`src/rtl/core/kwc_pkg.sv`:
```
// shared constants, types and byte classification helpers for the keyword
// token match counter; no dependencies
`default_nettype none

package kwc_pkg;

    localparam int KWC_NUM_KEYWORDS = 8;
    localparam int KWC_KEY_CHARS    = 8;
    localparam int KWC_COUNT_WIDTH  = 32;

    localparam int KWC_BYTE_W    = 8;
    localparam int KWC_SLOT_W    = 64;
    localparam int KWC_IDX_W     = 3;
    localparam int KWC_MATCH_W   = 32;
    localparam int KWC_REG_IDX_W = 3;

    localparam logic [KWC_BYTE_W-1:0] CH_TAB     = 8'h09;
    localparam logic [KWC_BYTE_W-1:0] CH_CR      = 8'h0d;
    localparam logic [KWC_BYTE_W-1:0] CH_SPACE   = 8'h20;
    localparam logic [KWC_BYTE_W-1:0] CH_DIGIT_0 = 8'h30;
    localparam logic [KWC_BYTE_W-1:0] CH_DIGIT_9 = 8'h39;
    localparam logic [KWC_BYTE_W-1:0] CH_UPPER_A = 8'h41;
    localparam logic [KWC_BYTE_W-1:0] CH_UPPER_Z = 8'h5a;
    localparam logic [KWC_BYTE_W-1:0] CH_LOWER_A = 8'h61;
    localparam logic [KWC_BYTE_W-1:0] CH_LOWER_Z = 8'h7a;
    localparam logic [KWC_BYTE_W-1:0] CASE_DELTA = 8'h20;

    // status that travels with a token down the cell row
    typedef struct packed {
        logic                 too_long;
        logic                 matched;
        logic [KWC_IDX_W-1:0] index;
    } t_tag;

    function automatic logic is_space(input logic [KWC_BYTE_W-1:0] b);
        return (b == CH_SPACE) || ((b >= CH_TAB) && (b <= CH_CR));
    endfunction

    function automatic logic is_upper(input logic [KWC_BYTE_W-1:0] b);
        return (b >= CH_UPPER_A) && (b <= CH_UPPER_Z);
    endfunction

    function automatic logic is_kept(input logic [KWC_BYTE_W-1:0] b);
        return ((b >= CH_DIGIT_0) && (b <= CH_DIGIT_9)) ||
               ((b >= CH_LOWER_A) && (b <= CH_LOWER_Z)) || is_upper(b);
    endfunction

    function automatic logic [KWC_BYTE_W-1:0] fold_case(input logic [KWC_BYTE_W-1:0] b);
        return is_upper(b) ? (b + CASE_DELTA) : b;
    endfunction

endpackage

`default_nettype wire

```
`src/rtl/core/kwc_in_if.sv`:
```
// input channel: one text byte per beat with its end of chunk flag
// depends on kwc_pkg
`default_nettype none

interface kwc_in_if;
    logic                            valid;
    logic                            ready;
    logic [kwc_pkg::KWC_BYTE_W-1:0]  text_byte;
    logic                            end_of_chunk;

    modport source(output valid, output text_byte, output end_of_chunk, input ready);
    modport sink(input valid, input text_byte, input end_of_chunk, output ready);
endinterface

`default_nettype wire

```
`src/rtl/core/kwc_out_if.sv`:
```
// output channel: one match result per beat
// depends on kwc_pkg
`default_nettype none

interface kwc_out_if;
    logic                             valid;
    logic                             ready;
    logic                             matched;
    logic [kwc_pkg::KWC_IDX_W-1:0]    keyword_index;
    logic [kwc_pkg::KWC_MATCH_W-1:0]  match_count;

    modport source(output valid, output matched, output keyword_index,
                   output match_count, input ready);
    modport sink(input valid, input matched, input keyword_index,
                 input match_count, output ready);
endinterface

`default_nettype wire

```
`src/rtl/core/kwc_tokenizer.sv`:
```
// splits the byte stream into normalized tokens and registers each finished
// token for the cell row; depends on kwc_pkg
`default_nettype none

module kwc_tokenizer #(
    parameter int KEY_CHARS = kwc_pkg::KWC_KEY_CHARS
) (
    input  wire logic                           i_clk,
    input  wire logic                           i_rst_n,
    input  wire logic                           i_valid,
    output      logic                           o_ready,
    input  wire logic [kwc_pkg::KWC_BYTE_W-1:0] i_text_byte,
    input  wire logic                           i_end_of_chunk,
    output      logic                           o_valid,
    input  wire logic                           i_ready,
    output      logic [8*KEY_CHARS-1:0]         o_token,
    output      kwc_pkg::t_tag                  o_tag
);

    localparam int LEN_W = $clog2(KEY_CHARS + 1);

    logic [kwc_pkg::KWC_BYTE_W-1:0] r_chars [KEY_CHARS];
    logic [kwc_pkg::KWC_BYTE_W-1:0] n_chars [KEY_CHARS];
    logic [LEN_W-1:0]               r_len, n_len;
    logic                           r_long, n_long;
    logic                           r_valid;
    logic [8*KEY_CHARS-1:0]         r_token, n_token;
    kwc_pkg::t_tag                  r_tag;

    logic                           accept;
    logic                           space, kept, add_ok, finish, emit;
    logic [kwc_pkg::KWC_BYTE_W-1:0] folded;

    assign o_ready = !r_valid || i_ready;
    assign accept  = i_valid && o_ready;

    always_comb begin
        space  = kwc_pkg::is_space(i_text_byte);
        kept   = kwc_pkg::is_kept(i_text_byte);
        folded = kwc_pkg::fold_case(i_text_byte);
        add_ok = kept && !r_long && (r_len < LEN_W'(KEY_CHARS));
        for (int j = 0; j < KEY_CHARS; j++) begin
            n_chars[j] = (add_ok && (r_len == LEN_W'(j))) ? folded : r_chars[j];
            n_token[8*j +: 8] = n_chars[j];
        end
        n_len  = add_ok ? r_len + LEN_W'(1) : r_len;
        n_long = r_long || (kept && !add_ok);
        finish = space || i_end_of_chunk;
        emit   = finish && ((n_len != '0) || n_long);
    end

    always_ff @(posedge i_clk) begin
        if (!i_rst_n) begin
            r_len   <= '0;
            r_long  <= 1'b0;
            r_valid <= 1'b0;
            for (int j = 0; j < KEY_CHARS; j++) begin
                r_chars[j] <= '0;
            end
        end else begin
            if (accept) begin
                if (finish) begin
                    r_len  <= '0;
                    r_long <= 1'b0;
                    for (int j = 0; j < KEY_CHARS; j++) begin
                        r_chars[j] <= '0;
                    end
                end else begin
                    r_len   <= n_len;
                    r_long  <= n_long;
                    r_chars <= n_chars;
                end
            end
            if (accept && emit) begin
                r_valid <= 1'b1;
            end else if (i_ready) begin
                r_valid <= 1'b0;
            end
        end
    end

    always_ff @(posedge i_clk) begin
        if (accept && emit) begin
            r_token        <= n_token;
            r_tag.too_long <= n_long;
            r_tag.matched  <= 1'b0;
            r_tag.index    <= '0;
        end
    end

    assign o_valid = r_valid;
    assign o_token = r_token;
    assign o_tag   = r_tag;

endmodule

`default_nettype wire

```
`src/rtl/core/kwc_cell.sv`:
```
// one keyword cell: holds a keyword slot and its count, compares the token
// passing through and hands it to the next cell; depends on kwc_pkg
`default_nettype none

module kwc_cell #(
    parameter int KEY_CHARS   = kwc_pkg::KWC_KEY_CHARS,
    parameter int COUNT_WIDTH = kwc_pkg::KWC_COUNT_WIDTH,
    parameter int CELL_IDX    = 0
) (
    input  wire logic                           i_clk,
    input  wire logic                           i_rst_n,
    input  wire logic                           i_cfg_we,
    input  wire logic [kwc_pkg::KWC_SLOT_W-1:0] i_cfg_data,
    input  wire logic                           i_valid,
    output      logic                           o_ready,
    input  wire logic [8*KEY_CHARS-1:0]         i_token,
    input  wire kwc_pkg::t_tag                  i_tag,
    input  wire logic [COUNT_WIDTH-1:0]         i_count,
    output      logic                           o_valid,
    input  wire logic                           i_ready,
    output      logic [8*KEY_CHARS-1:0]         o_token,
    output      kwc_pkg::t_tag                  o_tag,
    output      logic [COUNT_WIDTH-1:0]         o_count
);

    logic [kwc_pkg::KWC_SLOT_W-1:0] r_slot;
    logic [COUNT_WIDTH-1:0]         r_keep, n_keep;
    logic                           r_valid;
    logic [8*KEY_CHARS-1:0]         r_token;
    kwc_pkg::t_tag                  r_tag;
    logic [COUNT_WIDTH-1:0]         r_count;
    logic                           accept, hit;

    assign o_ready = !r_valid || i_ready;
    assign accept  = i_valid && o_ready;

    always_comb begin
        hit    = !i_tag.matched && !i_tag.too_long && (r_slot != '0) &&
                 (r_slot == kwc_pkg::KWC_SLOT_W'(i_token));
        // saturating increment
        n_keep = (r_keep == '1) ? r_keep : r_keep + COUNT_WIDTH'(1);
    end

    always_ff @(posedge i_clk) begin
        if (!i_rst_n) begin
            r_slot  <= '0;
            r_keep  <= '0;
            r_valid <= 1'b0;
        end else begin
            if (i_cfg_we) begin
                r_slot <= i_cfg_data;
            end
            if (accept && hit) begin
                r_keep <= n_keep;
            end
            if (accept) begin
                r_valid <= 1'b1;
            end else if (i_ready) begin
                r_valid <= 1'b0;
            end
        end
    end

    always_ff @(posedge i_clk) begin
        if (accept) begin
            r_token <= i_token;
            if (hit) begin
                r_tag.too_long <= i_tag.too_long;
                r_tag.matched  <= 1'b1;
                r_tag.index    <= kwc_pkg::KWC_IDX_W'(CELL_IDX);
                r_count        <= n_keep;
            end else begin
                r_tag   <= i_tag;
                r_count <= i_count;
            end
        end
    end

    assign o_valid = r_valid;
    assign o_token = r_token;
    assign o_tag   = r_tag;
    assign o_count = r_count;

endmodule

`default_nettype wire

```
`src/rtl/core/keyword_token_match_counter_core.sv`:
```
// Keyword token match counter, top level.
// Text enters on i_in, one byte per beat; end_of_chunk marks the last byte
// of a chunk and closes any open token. Whitespace bytes close tokens too.
// Each token with at least one kept character gives one beat on o_out:
// matched, the first equal keyword slot and that slot's count after the
// increment (both zero when nothing matched). Tokens longer than KEY_CHARS
// kept characters give a beat with matched low.
// Keywords are written on i_cfg_we / i_cfg_index / i_cfg_data; the user must
// write them only while the block is idle, which the block does not enforce.
// Writes to indexes at or above NUM_KEYWORDS are dropped. Throughput: one
// byte per cycle while the receiver is not stalled. From the byte that ends
// a token, its result passes the tokenizer register, then each keyword cell.
// A stalled receiver holds the result in the last cell; the row keeps
// filling its empty stages and input ready drops only once the tokenizer
// register and every cell ahead of it are full.
// Reset (synchronous, active low) clears the open token, all keyword slots,
// all counts and every stage valid.
`default_nettype none

module keyword_token_match_counter_core #(
    parameter int NUM_KEYWORDS = kwc_pkg::KWC_NUM_KEYWORDS,
    parameter int KEY_CHARS    = kwc_pkg::KWC_KEY_CHARS,
    parameter int COUNT_WIDTH  = kwc_pkg::KWC_COUNT_WIDTH
) (
    input  wire logic                              i_clk,
    input  wire logic                              i_rst_n,
    kwc_in_if.sink                                 i_in,
    kwc_out_if.source                              o_out,
    input  wire logic                              i_cfg_we,
    input  wire logic [kwc_pkg::KWC_REG_IDX_W-1:0] i_cfg_index,
    input  wire logic [kwc_pkg::KWC_SLOT_W-1:0]    i_cfg_data
);

    logic                   stg_valid [NUM_KEYWORDS+1];
    logic                   stg_ready [NUM_KEYWORDS+1];
    logic [8*KEY_CHARS-1:0] stg_token [NUM_KEYWORDS+1];
    kwc_pkg::t_tag          stg_tag   [NUM_KEYWORDS+1];
    logic [COUNT_WIDTH-1:0] stg_count [NUM_KEYWORDS+1];

    kwc_tokenizer #(
        .KEY_CHARS(KEY_CHARS)
    ) u_tokenizer (
        .i_clk         (i_clk),
        .i_rst_n       (i_rst_n),
        .i_valid       (i_in.valid),
        .o_ready       (i_in.ready),
        .i_text_byte   (i_in.text_byte),
        .i_end_of_chunk(i_in.end_of_chunk),
        .o_valid       (stg_valid[0]),
        .i_ready       (stg_ready[0]),
        .o_token       (stg_token[0]),
        .o_tag         (stg_tag[0])
    );

    assign stg_count[0] = '0;

    for (genvar k = 0; k < NUM_KEYWORDS; k++) begin : g_cell
        kwc_cell #(
            .KEY_CHARS  (KEY_CHARS),
            .COUNT_WIDTH(COUNT_WIDTH),
            .CELL_IDX   (k)
        ) u_cell (
            .i_clk     (i_clk),
            .i_rst_n   (i_rst_n),
            .i_cfg_we  (i_cfg_we &&
                        (i_cfg_index == kwc_pkg::KWC_REG_IDX_W'(k))),
            .i_cfg_data(i_cfg_data),
            .i_valid   (stg_valid[k]),
            .o_ready   (stg_ready[k]),
            .i_token   (stg_token[k]),
            .i_tag     (stg_tag[k]),
            .i_count   (stg_count[k]),
            .o_valid   (stg_valid[k+1]),
            .i_ready   (stg_ready[k+1]),
            .o_token   (stg_token[k+1]),
            .o_tag     (stg_tag[k+1]),
            .o_count   (stg_count[k+1])
        );
    end

    assign o_out.valid         = stg_valid[NUM_KEYWORDS];
    assign stg_ready[NUM_KEYWORDS] = o_out.ready;
    assign o_out.matched       = stg_tag[NUM_KEYWORDS].matched;
    assign o_out.keyword_index = stg_tag[NUM_KEYWORDS].index;
    assign o_out.match_count   = kwc_pkg::KWC_MATCH_W'(stg_count[NUM_KEYWORDS]);

    // an empty token can never reach a keyword, slots are never zero on a hit
    a_match_token_nonzero: assert property (@(posedge i_clk) disable iff (!i_rst_n)
        (o_out.valid && o_out.matched) |-> (stg_token[NUM_KEYWORDS] != '0))
        else $error("matched result carries an empty token");

    a_match_not_long: assert property (@(posedge i_clk) disable iff (!i_rst_n)
        (o_out.valid && o_out.matched) |-> !stg_tag[NUM_KEYWORDS].too_long)
        else $error("overlong token reported as matched");

    a_miss_zero: assert property (@(posedge i_clk) disable iff (!i_rst_n)
        (o_out.valid && !o_out.matched) |->
            ((o_out.keyword_index == '0) && (stg_count[NUM_KEYWORDS] == '0)))
        else $error("unmatched result has nonzero index or count");

    a_match_count_nonzero: assert property (@(posedge i_clk) disable iff (!i_rst_n)
        (o_out.valid && o_out.matched) |->
            ((stg_count[NUM_KEYWORDS] != '0) &&
             (int'(o_out.keyword_index) < NUM_KEYWORDS)))
        else $error("matched result has zero count or bad index");

endmodule

`default_nettype wire
```
`src/flat_wrapper.sv`:
```
// flat-port wrapper written by rule: the top's interface ports become plain ports
module keyword_token_match_counter_core_flat 
#(
    parameter int NUM_KEYWORDS = kwc_pkg::KWC_NUM_KEYWORDS,
    parameter int KEY_CHARS    = kwc_pkg::KWC_KEY_CHARS,
    parameter int COUNT_WIDTH  = kwc_pkg::KWC_COUNT_WIDTH
)
  (i_clk, i_rst_n, i_cfg_we, i_cfg_index, i_cfg_data, i_in_valid, i_in_text_byte, i_in_end_of_chunk, i_in_ready, o_out_valid, o_out_matched, o_out_keyword_index, o_out_match_count, o_out_ready);
  kwc_in_if i_in_i ();
  kwc_out_if o_out_i ();
  input  wire logic i_clk;
  input  wire logic i_rst_n;
  input  wire logic i_cfg_we;
  input  wire logic [kwc_pkg::KWC_REG_IDX_W-1:0] i_cfg_index;
  input  wire logic [kwc_pkg::KWC_SLOT_W-1:0] i_cfg_data;
  input wire logic [$bits(i_in_i.valid)-1:0] i_in_valid;
  input wire logic [$bits(i_in_i.text_byte)-1:0] i_in_text_byte;
  input wire logic [$bits(i_in_i.end_of_chunk)-1:0] i_in_end_of_chunk;
  output wire logic [$bits(i_in_i.ready)-1:0] i_in_ready;
  output wire logic [$bits(o_out_i.valid)-1:0] o_out_valid;
  output wire logic [$bits(o_out_i.matched)-1:0] o_out_matched;
  output wire logic [$bits(o_out_i.keyword_index)-1:0] o_out_keyword_index;
  output wire logic [$bits(o_out_i.match_count)-1:0] o_out_match_count;
  input wire logic [$bits(o_out_i.ready)-1:0] o_out_ready;
  assign i_in_i.valid = i_in_valid;
  assign i_in_i.text_byte = i_in_text_byte;
  assign i_in_i.end_of_chunk = i_in_end_of_chunk;
  assign i_in_ready = i_in_i.ready;
  assign o_out_valid = o_out_i.valid;
  assign o_out_matched = o_out_i.matched;
  assign o_out_keyword_index = o_out_i.keyword_index;
  assign o_out_match_count = o_out_i.match_count;
  assign o_out_i.ready = o_out_ready;
  keyword_token_match_counter_core #(.NUM_KEYWORDS(NUM_KEYWORDS), .KEY_CHARS(KEY_CHARS), .COUNT_WIDTH(COUNT_WIDTH)) u_core (.i_clk(i_clk), .i_rst_n(i_rst_n), .i_in(i_in_i), .o_out(o_out_i), .i_cfg_we(i_cfg_we), .i_cfg_index(i_cfg_index), .i_cfg_data(i_cfg_data));
endmodule
```
`config.mk`:
```
export PLATFORM = sky130hd
export DESIGN_NAME = keyword_token_match_counter_core_flat
export DESIGN_NICKNAME = d
export VERILOG_FILES = /design/src/rtl/core/kwc_pkg.sv /design/src/rtl/core/kwc_in_if.sv /design/src/rtl/core/kwc_out_if.sv /design/src/rtl/core/kwc_tokenizer.sv /design/src/rtl/core/kwc_cell.sv /design/src/rtl/core/keyword_token_match_counter_core.sv /design/src/flat_wrapper.sv
export SDC_FILE = /design/constraint.sdc
export NUM_CORES = 2
export LEC_CHECK = 0
export BUFFER_PORTS_ARGS = -buffer_cell sky130_fd_sc_hd__buf_2
export CORE_ASPECT_RATIO = 1.2
export CORE_UTILIZATION = 40
export CTS_BUF_LIST = sky130_fd_sc_hd__clkbuf_2
export CTS_CLUSTER_SIZE = 30
export DETAILED_ROUTE_END_ITERATION = 16
export HOLD_SLACK_MARGIN = 0.08
export RECOVER_POWER = 100
export SKIP_LAST_GASP = 1
export SLEW_MARGIN = 20
export SYNTH_ARGS = -nofsm -noshare
export SYNTH_HDL_FRONTEND = slang
export SYNTH_SLANG_ARGS = --single-unit
```
`constraint.sdc`:
```
create_clock -name i_clk -period 18.5 [get_ports i_clk]
set_clock_uncertainty 0.05 [all_clocks]
set_input_delay 0.925 -clock i_clk [delete_from_list [all_inputs] [get_ports i_clk]]
set_output_delay 0.925 -clock i_clk [all_outputs]
set_load 0.03 [all_outputs]
```
==> results_dict.tcl <==
set metrics [dict create \
    status "finished, violations left" \
    violations "capacitance limit, slew limit" \
    timing.slew.headroom -1.97 \
    viasPerCell 5.48 \
    hold_end "u_core.g_cell[0].u_cell.o_token[63]" \
    fin_nets 7738 \
    cp.arrival_ns 12.76 \
    critPathBufInv 10 \
    power.leakage_nw 27.0 \
    r2r_start "u_core.g_cell[6].u_cell.o_valid" \
    multi_input_area_mm2 0.0296 \
    synth_edf_count 801 \
    setup_viol 0 \
    final_cell_mix "nand2_1 (1462), dfxtp_1 (846), edfxtp_1 (801)" \
    drtIter0Drc 4672 \
    ys_types 78 \
    ys_seq_elements 1647 \
    grt_pass1_wl_um 363000 \
    first_pass_iters 6 \
    worst-path-max-fanout 196 \
    die_w_um 391 \
    wl_um 251000 \
    coreArea_mm2 0.181 \
    yosys_warnings 0 \
    drc 0 \
    syn_nets 7383 \
    ff2ff_setup_slack_ns 11.02 \
    fmax_mhz 90.6 \
    wire_per_inst_um 24.1 \
    synth_top_flop_cell "dfxtp_1" \
    hold_class "reg -> reg" \
    crit_family "buffers and inverters" \
    required_ns 20.23 \
    yosysSeqAreaShare 0.564 \
    clock_sinks 1647 \
    cts.htree.levels 5 \
    place.gp.congestion 0.997 \
    synth-compound-area-share 0.107 \
    syn_to_final_growth_pct 11.0 \
    drive_gt1_frac 0.111 \
    worstHoldPathCells 0 \
    cts_buffer_depth 4 \
    cp_slowest_cell "clkbuf_1" \
    final_util 0.447 \
    initial_utilization 0.402 \
    worstMarginPinSlew_ns 4.45 \
    die_height_um 469 \
    antenna_found_initial 14 \
    syn_area_per_cell_um2 9.98 \
    track_usage 0.268 \
    max_cap_viol_count 36 \
    ant_nets 0 \
    placed_area_mm2 0.0752 \
    cts_buffers 424 \
    critPathLaunchType "input pin" \
    synthCells 7288 \
    grt_max_degree 197 \
    synth_top_family_by_area "simple AND/OR/NAND/NOR gates" \
    period_share 0.596 \
    num_rows 171 \
    synth_fa_ha_area_frac 0.00241 \
    crit_path_end_kind "register" \
    min_from "u_core.u_tokenizer.o_token[63]" \
    rr_endpoint "u_core.g_cell[1].u_cell.o_token[22]" \
    path_class "in -> reg" \
    fin_crit_ns 11.03 \
    vias 57000 \
    grt_overflow 0 \
    ys_async_sr_fraction 0 \
    nFillCells 17500 \
    hold_viol_final 0 \
    rr_worst_depth 8 \
    dp_hpwl_um 179000 \
    synth_xor_area_frac 0.0752 \
    io_buffer_count 118 \
    yosys.area_share.simple 0.202 \
    final_common_cell "nand2_1" \
    grt_pass1_vias 55500 \
    path_clk_slew_ns 0.12 \
    path_cells "dlygate4sd3_1, dlygate4sd3_1, buf_4, inv_8, clkbuf_1, clkbuf_1, clkbuf_1, buf_4, buf_12, a21oi_1, dlygate4sd3_1" \
    cpPeakStageDelay_ns 3.23 \
    slew_viol_final 2036 \
    p_per_area_mw_per_mm2 82.9 \
    clk_latency_ns 1.90 \
    io_pins 119 \
    die-area_mm2 0.184 \
    muxShareOfSynthArea 0.0189 \
    final_area_mm2 0.0807 \
    peakVddDrop_uv 53.0 \
    cts-root-buf "clkbuf_2" \
    rsz0062_at_grt "false" \
    regArea_mm2 0.0410 \
    fin_setup_tns_ns 0 \
    netlist_area_mm2 0.0727 \
    cts_tree "yes" \
]
registers in the layout, summed over array words and instances (netlist names), 4 cells and up:
register and cells:
u_core.g_cell.u_cell.r_slot 512, u_core.g_cell.u_cell.o_count 256, u_core.g_cell.u_cell.o_valid 8, u_core.g_cell.u_cell.o_token 448, u_core.g_cell.u_cell.r_keep 256, u_core.u_tokenizer.r_chars 64, u_core.g_cell.u_cell.o_tag 32, u_core.u_tokenizer.r_len 4
u_core.u_tokenizer.o_token 64
logic make-up after synthesis:
logic type | after synthesis
xor+xnor | 624
flops | 1647
simple gates | 2973
mux | 128
fa+ha+maj | 14
compound gates | 1350
buf+inv | 552
worst reg2reg max path, stage by stage, from the launching register on:
cell        delay (ns)
dfxtp_1           0.47
nand4b_1          0.22
nor3_1            0.24
clkbuf_1          0.47
nand2_1           0.11
nand2_1           0.08
clkbuf_1          1.38
clkinvlp_2        1.98
clkbuf_1          1.56
cells in the mapped netlist, types with 38 or more instances:
master	n	share of area
a21oi_1	714	0.049
and3_1	48	0.0041
and4_1	38	0.0046
clkbuf_1	355	0.018
clkbuf_2	64	0.0044
dfxtp_1	846	0.23
edfxtp_1	801	0.33
inv_1	110	0.0057
mux2_2	77	0.012
mux2i_1	51	0.0070
nand2_1	1465	0.076
nand2b_1	198	0.017
nand3_1	140	0.0096
nand4_1	213	0.018
nor2_1	155	0.0080
nor2b_1	83	0.0071
nor3_1	70	0.0048
nor4_1	249	0.021
o21ai_0	313	0.022
o2bb2ai_1	64	0.0077
o31ai_1	76	0.0078
or3_1	106	0.0091
or4_1	99	0.010
xnor2_1	270	0.033
xor2_1	354	0.043
timing repair:
action / in CTS / in global routing
resized for setup: 0 / 0
hold buffers: 189 / 0
hold endpoints to repair: 914 / 0
setup buffers: 0 / 0
per-stage QoR:
step | hold WS (ns) | std cells | setup WS (ns) | total power, W
finish | 0.344 | 10400 | 7.47 | 0.00669
global route | 0.295 | 10400 | 7.14 | 0.00697
CTS | 0.0971 | 10400 | 13.23 | 0.00677
detailed placement | 0.391 | 9450 | 12.31 | 0.00422
global placement | 0.388 | 9450 | 12.40 | 0.00422
floorplan | 0.368 | 7288 | 7.39 | 0.00409
worst max path at each step:
stage                      from                                 end  cells past startpoint
floorplan           o_out_ready  u_core.g_cell[6].u_cell.r_keep[11]                      5
global placement        i_rst_n  u_core.g_cell[3].u_cell.r_slot[20]                      8
detailed placement      i_rst_n  u_core.g_cell[1].u_cell.r_slot[14]                      8
CTS                     i_rst_n  u_core.g_cell[5].u_cell.r_slot[61]                     11
global route            i_rst_n  u_core.g_cell[5].u_cell.r_slot[61]                     11
finish                  i_rst_n  u_core.g_cell[5].u_cell.r_slot[61]                     11
area by class of cell:
cell class | count | area share
sequential | 1647 | 0.508
tap | 2422 | 0.0375
inverter | 112 | 0.00536
clock buffer | 636 | 0.0394
clock inverter | 133 | 0.00813
timing repair buffer | 369 | 0.0349
antenna | 2 | 0.0000620
multi-input combinational | 5089 | 0.367
report_power, final:
part | total, W | switching [W] | internal [W]
sequential | 0.00386 | 0.0000374 | 0.00383
clock | 0.00251 | 0.00153 | 0.000985
combinational | 0.000321 | 0.000228 | 0.0000926
total | 0.00669 | 0.00179 | 0.00490
per-layer routing:
metal	global-route usage	vias to the layer above	wire (um)
met3	0.0456	602	13900
met5	0	-	18
met2	0.439	2051	117000
met1	0.322	27300	101000
li1	-	27000	-
met4	0.187	2	18100
Power figures use the tool's default switching activity.
